===== src/sv/rti_pkg.sv =====
// Shared types, constants and micro-step helpers for the ray-triangle intersection unit.
`default_nettype none

package rti_pkg;

    // Field and datapath widths.
    localparam int COORD_W   = 24;
    localparam int EPS_W     = 16;
    localparam int VEC_W     = 25;
    localparam int WIDE_W    = 52;
    localparam int ACC_W     = 80;
    localparam int PART_W    = 26;
    localparam int PROD_W    = 53;
    localparam int QUOT_W    = 42;
    localparam int DIV_W     = 128;
    localparam int DCNT_W    = 6;

    localparam logic [EPS_W-1:0] EPS_RESET = 16'd4;

    // Opcodes and the unused vertex select code.
    localparam logic       OP_LOAD   = 1'b0;
    localparam logic       OP_TEST   = 1'b1;
    localparam logic [1:0] VSEL_NONE = 2'd3;

    // Micro-step counter range for one cross or dot product.
    localparam logic [2:0] MAC_LAST = 3'd5;

    // Saturation bounds of the distance result.
    localparam logic signed [QUOT_W-1:0] DIST_MAX = 42'sd8388607;
    localparam logic signed [QUOT_W-1:0] DIST_MIN = -42'sd8388608;

    // Operand, part and destination selects for the multiply-accumulate unit.
    typedef enum logic [1:0] {AV_E1, AV_E2, AV_TV, AV_DIR} t_avec;
    typedef enum logic [2:0] {BV_N, BV_PV, BV_QV, BV_E1, BV_E2, BV_DIR} t_bvec;
    typedef enum logic [1:0] {PT_FULL, PT_LO, PT_HI} t_part;
    typedef enum logic [1:0] {DV_NONE, DV_N, DV_PV, DV_QV} t_dvec;

    typedef struct packed {
        t_avec      a_vec;
        logic [1:0] a_idx;
        t_bvec      b_vec;
        logic [1:0] b_idx;
        t_part      part;
        logic       clr;
        logic       neg;
        t_dvec      dst;
        logic [1:0] dst_idx;
    } t_step;

    // Controller states and division phases.
    typedef enum logic [3:0] {
        S_IDLE, S_NORM, S_DET, S_DCHK, S_PV, S_UNUM, S_DSTART, S_DWAIT,
        S_UCHK, S_QV, S_VNUM, S_VCHK, S_TNUM, S_EMIT
    } t_state;

    typedef enum logic [1:0] {PH_U, PH_V, PH_T} t_phase;

    // Commands from the controller to the datapath.
    typedef struct packed {
        logic  ld_vertex;
        logic  ld_ray;
        logic  mac_en;
        t_step step;
        logic  det_ld;
        logic  div_start;
        logic  u_ld;
        logic  emit_miss;
        logic  emit_hit;
    } t_dp_cmd;

    // Status from the datapath to the controller.
    typedef struct packed {
        logic det_small;
        logic div_done;
        logic u_bad;
        logic v_bad;
    } t_dp_stat;

    // One step of a cross product r = a x b; two steps per component.
    function automatic t_step cross_step(t_avec a, t_bvec b, t_dvec d, logic [2:0] cnt);
        logic [1:0] k;
        logic [1:0] k1;
        logic [1:0] k2;
        t_step      s;
        k = cnt[2:1];
        case (k)
            2'd0:    begin k1 = 2'd1; k2 = 2'd2; end
            2'd1:    begin k1 = 2'd2; k2 = 2'd0; end
            default: begin k1 = 2'd0; k2 = 2'd1; end
        endcase
        s.a_vec   = a;
        s.b_vec   = b;
        s.part    = PT_FULL;
        s.clr     = ~cnt[0];
        s.neg     = cnt[0];
        s.dst     = cnt[0] ? d : DV_NONE;
        s.dst_idx = k;
        s.a_idx   = cnt[0] ? k2 : k1;
        s.b_idx   = cnt[0] ? k1 : k2;
        return s;
    endfunction

    // One step of a dot product with a wide second operand split in halves.
    function automatic t_step dot_step(t_avec a, t_bvec b, logic neg, logic [2:0] cnt);
        t_step s;
        s.a_vec   = a;
        s.b_vec   = b;
        s.a_idx   = cnt[2:1];
        s.b_idx   = cnt[2:1];
        s.part    = cnt[0] ? PT_HI : PT_LO;
        s.clr     = (cnt == 3'd0);
        s.neg     = neg;
        s.dst     = DV_NONE;
        s.dst_idx = 2'd0;
        return s;
    endfunction

endpackage

`default_nettype wire


===== src/sv/rti_ctrl.sv =====
// Controller: sequences loads and tests through the datapath steps.
`default_nettype none

module rti_ctrl (
    input  wire logic               i_clk,
    input  wire logic               i_rst_n,
    input  wire logic               i_start,
    input  wire logic               i_opcode,
    input  wire logic [1:0]         i_vertex_select,
    output logic                    o_busy,
    output rti_pkg::t_dp_cmd        o_cmd,
    input  wire rti_pkg::t_dp_stat  i_stat
);
    import rti_pkg::*;

    t_state     r_state;
    t_state     n_state;
    logic [2:0] r_cnt;
    logic [2:0] n_cnt;
    t_phase     r_phase;
    t_phase     n_phase;
    logic       last;

    // State registers.
    always_ff @(posedge i_clk) begin
        if (!i_rst_n) begin
            r_state <= S_IDLE;
            r_cnt   <= '0;
            r_phase <= PH_U;
        end else begin
            r_state <= n_state;
            r_cnt   <= n_cnt;
            r_phase <= n_phase;
        end
    end

    assign last   = (r_cnt == MAC_LAST);
    assign o_busy = (r_state != S_IDLE);

    // Next state and commands.
    always_comb begin
        n_state = r_state;
        n_cnt   = r_cnt;
        n_phase = r_phase;
        o_cmd   = '0;
        case (r_state)
            S_IDLE: begin
                n_cnt = '0;
                if (i_start) begin
                    if (i_opcode == OP_TEST) begin
                        o_cmd.ld_ray = 1'b1;
                        n_state      = S_DET;
                    end else if (i_vertex_select != VSEL_NONE) begin
                        o_cmd.ld_vertex = 1'b1;
                        n_state         = S_NORM;
                    end
                end
            end
            S_NORM: begin
                o_cmd.mac_en = 1'b1;
                o_cmd.step   = cross_step(AV_E1, BV_E2, DV_N, r_cnt);
                n_cnt        = last ? 3'd0 : r_cnt + 3'd1;
                if (last) n_state = S_IDLE;
            end
            S_DET: begin
                o_cmd.mac_en = 1'b1;
                o_cmd.step   = dot_step(AV_DIR, BV_N, 1'b1, r_cnt);
                n_cnt        = last ? 3'd0 : r_cnt + 3'd1;
                if (last) n_state = S_DCHK;
            end
            S_DCHK: begin
                if (i_stat.det_small) begin
                    o_cmd.emit_miss = 1'b1;
                    n_state         = S_IDLE;
                end else begin
                    o_cmd.det_ld = 1'b1;
                    n_state      = S_PV;
                end
            end
            S_PV: begin
                o_cmd.mac_en = 1'b1;
                o_cmd.step   = cross_step(AV_DIR, BV_E2, DV_PV, r_cnt);
                n_cnt        = last ? 3'd0 : r_cnt + 3'd1;
                if (last) n_state = S_UNUM;
            end
            S_UNUM: begin
                o_cmd.mac_en = 1'b1;
                o_cmd.step   = dot_step(AV_TV, BV_PV, 1'b0, r_cnt);
                n_cnt        = last ? 3'd0 : r_cnt + 3'd1;
                if (last) begin
                    n_state = S_DSTART;
                    n_phase = PH_U;
                end
            end
            S_DSTART: begin
                o_cmd.div_start = 1'b1;
                n_state         = S_DWAIT;
            end
            S_DWAIT: begin
                if (i_stat.div_done) begin
                    case (r_phase)
                        PH_U:    n_state = S_UCHK;
                        PH_V:    n_state = S_VCHK;
                        default: n_state = S_EMIT;
                    endcase
                end
            end
            S_UCHK: begin
                if (i_stat.u_bad) begin
                    o_cmd.emit_miss = 1'b1;
                    n_state         = S_IDLE;
                end else begin
                    o_cmd.u_ld = 1'b1;
                    n_state    = S_QV;
                end
            end
            S_QV: begin
                o_cmd.mac_en = 1'b1;
                o_cmd.step   = cross_step(AV_TV, BV_E1, DV_QV, r_cnt);
                n_cnt        = last ? 3'd0 : r_cnt + 3'd1;
                if (last) n_state = S_VNUM;
            end
            S_VNUM: begin
                o_cmd.mac_en = 1'b1;
                o_cmd.step   = dot_step(AV_DIR, BV_QV, 1'b0, r_cnt);
                n_cnt        = last ? 3'd0 : r_cnt + 3'd1;
                if (last) begin
                    n_state = S_DSTART;
                    n_phase = PH_V;
                end
            end
            S_VCHK: begin
                if (i_stat.v_bad) begin
                    o_cmd.emit_miss = 1'b1;
                    n_state         = S_IDLE;
                end else begin
                    n_state = S_TNUM;
                end
            end
            S_TNUM: begin
                o_cmd.mac_en = 1'b1;
                o_cmd.step   = dot_step(AV_E2, BV_QV, 1'b0, r_cnt);
                n_cnt        = last ? 3'd0 : r_cnt + 3'd1;
                if (last) begin
                    n_state = S_DSTART;
                    n_phase = PH_T;
                end
            end
            S_EMIT: begin
                o_cmd.emit_hit = 1'b1;
                n_state        = S_IDLE;
            end
            default: begin
                n_state = S_IDLE;
            end
        endcase
    end

endmodule

`default_nettype wire


===== config.mk =====
export PLATFORM = sky130hd
export DESIGN_NAME = rti_ctrl
export DESIGN_NICKNAME = d
export VERILOG_FILES = /design/src/sv/rti_pkg.sv /design/src/sv/rti_ctrl.sv
export SDC_FILE = /design/constraint.sdc
export NUM_CORES = 1
export LEC_CHECK = 0
export ABC_AREA = 1
export ABC_CLOCK_PERIOD_IN_PS = 1900
export BUFFER_PORTS_ARGS = -buffer_cell sky130_fd_sc_hd__buf_2
export CAP_MARGIN = 25
export CORE_ASPECT_RATIO = 1.5
export CORE_MARGIN = 2
export CORE_UTILIZATION = 45
export DETAILED_ROUTE_END_ITERATION = 12
export PLACE_DENSITY = 0.86
export SLEW_MARGIN = 20
export SYNTH_ARGS = -nofsm -noshare
export SYNTH_HDL_FRONTEND = slang
export SYNTH_SLANG_ARGS = --single-unit

===== constraint.sdc =====
create_clock -name i_clk -period 1.9 [get_ports i_clk]
set_input_delay 0.57 -clock i_clk [delete_from_list [all_inputs] [get_ports i_clk]]
set_output_delay 0.57 -clock i_clk [all_outputs]
set_load 0.1 [all_outputs]

==> results.ini, run 1 <==
[yosys]
synth_area_leader_cell=dfxtp_1
avgSynthCellArea_um2=5.60
synth_compound_area_share_pct=14.7
synth.yosys.seq_area_share_pct=20.0
synth_nets=171
ys_ff_latch=9
synth_cell_types=22
synth-xor-area-share_pct=0
ys_async_sr_fraction_pct=0
synthFlopType=dfxtp_1
synthCells=161
synth_top_family_by_area=simple AND/OR/NAND/NOR gates
synth_edf_count=0
synthMuxAreaShare_pct=0
yosys.area_share.simple_pct=53.5
synth.top_cell.area_share_pct=20.0
yosys.area_share.adder_pct=0
ys_warn_count=0
syn_area_um2=902
netlist_top_cells_area=dfxtp_1, nand2_1, nand3_1

[outcome]
error=[ERROR DPL-0038] Utilization greater than 100%, impossible to legalize
stop_stage=detailed placement (3_5_place_dp)
status=did not finish

[placement]
numPortBuffers=35
gp_congestion=0.916

[die]
rows=19
num_io_pins=36
die_w_um=40.6
initial_utilization_pct=48.7
die_h_um=58.8

[cells by family after synthesis]
family	count (synthesis)
AND/OR/NAND/NOR	103
buffers and inverters	27
AO/OA/AOI/OAI	22
flip-flops	9
[stage by stage]
step	instances	setup TNS [ns]
global placement	249	-0.478
floorplan	161	-4.18
[Yosys cell counts (4+ instances only)]
cell type	n
inv_1	25
nand3b_1	4
nand2_1	40
a21oi_1	10
nor2_1	25
dfxtp_1	9
nand3_1	19
o21ai_0	4
==> inputs of run 2 (changes only) <==
--- a/config.mk
+++ b/config.mk
@@ -9,11 +9,10 @@
 export ABC_CLOCK_PERIOD_IN_PS = 1900
 export BUFFER_PORTS_ARGS = -buffer_cell sky130_fd_sc_hd__buf_2
 export CAP_MARGIN = 25
-export CORE_ASPECT_RATIO = 1.5
-export CORE_MARGIN = 2
-export CORE_UTILIZATION = 45
+export CORE_AREA = 2 2 63 65
 export DETAILED_ROUTE_END_ITERATION = 12
-export PLACE_DENSITY = 0.86
+export DIE_AREA = 0 0 65 67
+export PLACE_DENSITY_LB_ADDON = 0.15
 export SLEW_MARGIN = 20
 export SYNTH_ARGS = -nofsm -noshare
 export SYNTH_HDL_FRONTEND = slang
==> run 2 against run 1 <==
  * The flow now finishes, with violations (setup timing)
  * Synthesized area unchanged
  * Synthesized cell count unchanged
==> results.ini, run 2 <==
[setup_path]
slowest_delay_ns=0.39
endpoint_kind=output port
cp_cell_sequence=inv_4, nor2_4, nand2_2, inv_2, nor2_4, nand2_4, nor2_4, buf_6, nor3_4, buf_12
r2r-end=r_cnt[1]
cp-start-kind=flip-flop
rrSetupSlack_ns=0.32
worstPathArrival_ns=1.64
crit_buf_inv=4
cp_max_fo=4
r2r_start=r_state[3]
cp_top_family=simple AND/OR/NAND/NOR gates
cp_common_cell=nor2_4
crit_slowest_cell=dfxtp_4
rr_worst_depth=12
crit_required_ns=1.33
crit_type=reg2out

[global_routing]
antenna_found_initial=0
grt_pass1_wl_um=5800
grt-ovfl-total=0
grt_pass1_vias=1332
grt.total_usage_pct=17.1
grt_max_degree=8

[yosys]
synth_nets=171
synth_edf_count=0
yosys.area_share.simple_pct=53.5
synth_area_leader_cell=dfxtp_1
synth_common_cells=nand2_1, inv_1, nor2_1, nand3_1, a21oi_1
synth_compound_area_share_pct=14.7
ys_ff_latch=9
synth.top_cell.area_share_pct=20.0
ys_async_sr_fraction_pct=0
synth_cell_types=22
synthMuxAreaShare_pct=0
ys_warn_count=0
yosys.area_share.adder_pct=0
netlist_top_cells_area=dfxtp_1, nand2_1, nand3_1
synth.yosys.seq_area_share_pct=20.0
synthFlopType=dfxtp_1
synth_top_family_by_area=simple AND/OR/NAND/NOR gates
avgSynthCellArea_um2=5.60
synth.most_common_cell=nand2_1
synth-xor-area-share_pct=0
synthCells=161
syn_area_um2=902

[sta]
hold_viol_final=0
setup_viol=24
rsz0062_at_grt=true
finalSetupTns_ns=-3.63
min_period_ns=2.21
finalCritPeriodShare_pct=116
max_slew_margin_pct=77.5
slew_violations=0
worst_slack_ns=-0.310
timing.fmax_mhz=453
tightest_slew_ns=0.336
finalClockSkew_ns=0.00107

[cts]
worstSkewPairLatency_ns=0.23
h-tree-depth=1
cts_tree=built
clk_pin_slew_ns=0.05
cts_buffers=3
cts_sinks=9
cts-root-buf=clkbuf_8
cts.path.max_buffers=2

[layout]
fillers=293
nets=262
final_core_utilization_pct=66.2
biggestRegsByFlops=r_state x4, r_cnt x3, r_phase x2
final_common_cell=buf_4
most-common-layout-cells=buf_4, buf_12, nand2_1
syn_to_final_growth_pct=165
antennaDiodeCount=0
top_register=r_state
drive_above_1_share_pct=63.3
largest_reg_flops=4

[worst_hold_path]
hold-path-cell-count=2
min_from=r_phase[0]
hp-class=reg2reg
holdPathEnd=r_phase[0]

[die]
core_area_mm2=0.00361
die_h_um=67
initial_utilization_pct=25.0
rows=22
dieArea_mm2=0.00436
die_w_um=65
num_io_pins=36

[route]
wl_um=3430
route.detailed.drc=0
num_vias=1328
drt-vias-per-instance=4.44
drt_iter0_markers=38
first_pass_iters=4
ant_nets=0
wire_per_inst_um=11.5

[outcome]
status=finished with violations
violations=setup timing

[placement]
numPortBuffers=35
hpwl_um=2740
gp_congestion=0.850

[job]
max_cap_viol_count=0

-- run 2: cell counts after synthesis --
Identical to the previous run, type by type.
-- run 2: worst max-delay path by stage --
| stage | startpoint | endpoint | slack [ns] | cells after the start |
|---|---|---|---|---|
| after floorplan | r_state[1] | o_cmd[9] | -0.40 | 6 |
| after global placement | r_state[2] | o_cmd[10] | -0.22 | 9 |
| after detailed placement | r_state[2] | o_cmd[10] | -0.27 | 9 |
| after CTS | r_state[1] | o_cmd[12] | -0.30 | 10 |
| after global routing | r_state[1] | o_cmd[12] | -0.40 | 10 |
| final | r_state[3] | o_cmd[12] | -0.31 | 10 |
-- run 2: final cells by class --
class                   count  area, um^2  share of cell area (%)
clock buffers               4        45.0                    1.89
inverters                  27         128                    5.35
multi-input cells         125         947                    39.7
flip-flops and latches      9         195                    8.18
well taps                  48        60.1                    2.52
repair buffers             86        1010                    42.4
-- run 2: per-layer routing --
layer | GRT usage, % | vias up | wire length (um)
li1 | - | 703 | -
met1 | 21.2 | 594 | 1520
met2 | 31.1 | 29 | 1750
met3 | 0.845 | 2 | 130
met4 | 6.38 | 0 | 27
met5 | 0 | - | 0
-- run 2: kinds of logic (layout without fill, tap and decap cells) --
kind of cell           after synthesis  after routing
buffers and inverters               27            117
AOI/OAI and AO/OA                   22             22
and+or+nand+nor                    103            103
DFF                                  9              9
-- run 2: through the flow --
| stage | cells | cell area, um^2 | setup slack [ns] | hold WS, ns |
|---|---|---|---|---|
| after CTS | 294 | 2300 | -0.296 | 0.482 |
| after detailed placement | 279 | 1980 | -0.266 | 0.476 |
| after global placement | 279 | 1980 | -0.218 | 0.465 |
| after floorplan | 161 | 1130 | -0.402 | 0.449 |
| after global routing | 299 | 2390 | -0.404 | 0.518 |
| final | 299 | 2390 | -0.310 | 0.477 |
-- run 2: repair_timing --
action | 4_1_cts | 5_1_grt
pin swaps | 16 | 3
setup endpoints to repair | 22 | 25
hold buffers | 0 | 0
buffers inserted | 14 | 8
resized for setup | 54 | 14
-- run 2: worst register-to-register path, cell delays in order, from the launching register on --
cell,delay (ns)
dfxtp_4,0.39
inv_4,0.06
nand2_4,0.07
inv_4,0.04
nand2_4,0.09
nand2_4,0.07
nor2_4,0.19
clkinv_8,0.07
buf_6,0.12
buf_4,0.12
buf_4,0.12
nand3_1,0.07
a21oi_1,0.06
Power of run 2 is not shown: default switching activity piles up to over one toggle a cycle in this logic, so the estimate is an artifact.
==> inputs of run 3 (changes only) <==
--- a/config.mk
+++ b/config.mk
@@ -12,6 +12,7 @@
 export CORE_AREA = 2 2 63 65
 export DETAILED_ROUTE_END_ITERATION = 12
 export DIE_AREA = 0 0 65 67
+export MAX_ROUTING_LAYER = met4
 export PLACE_DENSITY_LB_ADDON = 0.15
 export SLEW_MARGIN = 20
 export SYNTH_ARGS = -nofsm -noshare
==> run 3 against run 2 <==
  * The run still ends with setup timing left
  * Sequential cell count unchanged
  * Register-to-register slack about the same
  * Critical path depth unchanged
  * Final area unchanged
  * Clock-buffer cell count unchanged
  * First-iteration DRC count up 11%
  * Wire length about the same
  * Via count unchanged
  * Sequential share of layout area unchanged
  * Worst setup slack unchanged
  * Die area unchanged
  * Critical path type unchanged
  * Critical endpoint unchanged
==> results.ini, run 3 (synthesis gave the netlist of run 2 again) <==
[route]
drt_iter0_markers=42
ant_nets=0
wire_per_inst_um=11.5
num_vias=1328
route.detailed.drc=0
drt-vias-per-instance=4.44
wl_um=3430
first_pass_iters=4

[die]
num_io_pins=36
dieArea_mm2=0.00436
rows=22
core_area_mm2=0.00361
die_h_um=67
die_w_um=65
initial_utilization_pct=25.0

[cts]
clk_pin_slew_ns=0.05
worstSkewPairLatency_ns=0.23
cts_tree=built
cts.path.max_buffers=2
cts_buffers=3
postCtsHoldBufs=0
h-tree-depth=1
cts-root-buf=clkbuf_8
cts_sinks=9

[sta]
max_slew_margin_pct=77.5
rsz0062_at_grt=true
tightest_slew_ns=0.336
worst_slack_ns=-0.310
hold_viol_final=0
finalClockSkew_ns=0.00107
timing.fmax_mhz=453
fin_hold_ws_ns=0.477
min_period_ns=2.21
finalCritPeriodShare_pct=116
slew_violations=0
setup_viol=24

[global_routing]
grt.total_usage_pct=17.6
grt_pass1_vias=1326
antenna_found_initial=0
grt-ovfl-total=0
grt_max_degree=8
grt_pass1_wl_um=5810

[layout]
biggestRegsByFlops=r_state x4, r_cnt x3, r_phase x2
largest_reg_flops=4
final_cells=299
top_register=r_state
final_area_mm2=0.00239
final_common_cell=buf_4
antennaDiodeCount=0
most-common-layout-cells=buf_4, buf_12, nand2_1
syn_to_final_growth_pct=165
drive_above_1_share_pct=63.3
nets=262

[placement]
numPortBuffers=35
place_ws_ns=-0.266
placed_area_mm2=0.00198
hpwl_um=2740
gp_congestion=0.864
dp_cells=279

[outcome]
violations=setup timing
status=finished with violations

[setup_path]
cp-start-kind=flip-flop
crit_type=reg2out
cp_max_fo=4
endpoint_kind=output port
crit_required_ns=1.33
worstPathArrival_ns=1.64

[worst_hold_path]
hp-class=reg2reg

[job]
max_cap_viol_count=0

==> run 3: critical path, stage by stage, from the launching register on <==
cell and delay (ns):
dfxtp_4 0.39, inv_4 0.06, nor2_4 0.11, nand2_2 0.09, inv_2 0.09, nor2_4 0.04, nand2_4 0.07, nor2_4 0.05
buf_6 0.12, nor3_4 0.19, buf_12 0.20
==> run 3: final cells by class <==
class	count	area (um^2)
Sequential cell	9	195
Fill cell	293	1220
Inverter	27	128
Multi-Input combinational cell	125	947
Tap cell	48	60.1
Timing Repair Buffer	86	1010
Clock buffer	4	45.0
==> run 3: final timing paths <==
path	from	endpoint	slack, ns	cells past startpoint
worst min-delay path	r_phase[0]	r_phase[0]	0.48	2
worst min register to register	r_phase[0]	r_phase[0]	0.48	2
worst max register to register	r_state[3]	r_cnt[1]	0.32	12
worst max-delay path	r_state[3]	o_cmd[12]	-0.31	10
==> run 3: repair_timing <==
| action | CTS | global route |
|---|---|---|
| hold endpoints to repair | 0 | 0 |
| resized for setup | 54 | 14 |
| buffers inserted | 14 | 8 |
| pin swaps | 16 | 3 |
| endpoints found under the setup margin | 22 | 25 |
==> run 3: routing by layer <==
| metal | up-vias | GRT usage (%) | wire [um] |
|---|---|---|---|
| met1 | 594 | 21.5 | 1520 |
| met4 | 0 | 6.38 | 27 |
| li1 | 703 | - | - |
| met5 | - | - | 0 |
| met2 | 29 | 30.9 | 1750 |
| met3 | 2 | 0.676 | 128 |
==> run 3: stage by stage <==
| stage | setup TNS (ns) | util [%] |
|---|---|---|
| 4_1_cts | -3.05 | 63.7 |
| 3_5_place_dp | -1.11 | 54.8 |
| 2_1_floorplan | -4.18 | - |
| 6_report | -3.63 | 66.2 |
| 5_1_grt | -5.39 | 66.2 |
| 3_3_place_gp | -0.837 | 54.8 |
Power of run 3 is left out for the same reason.
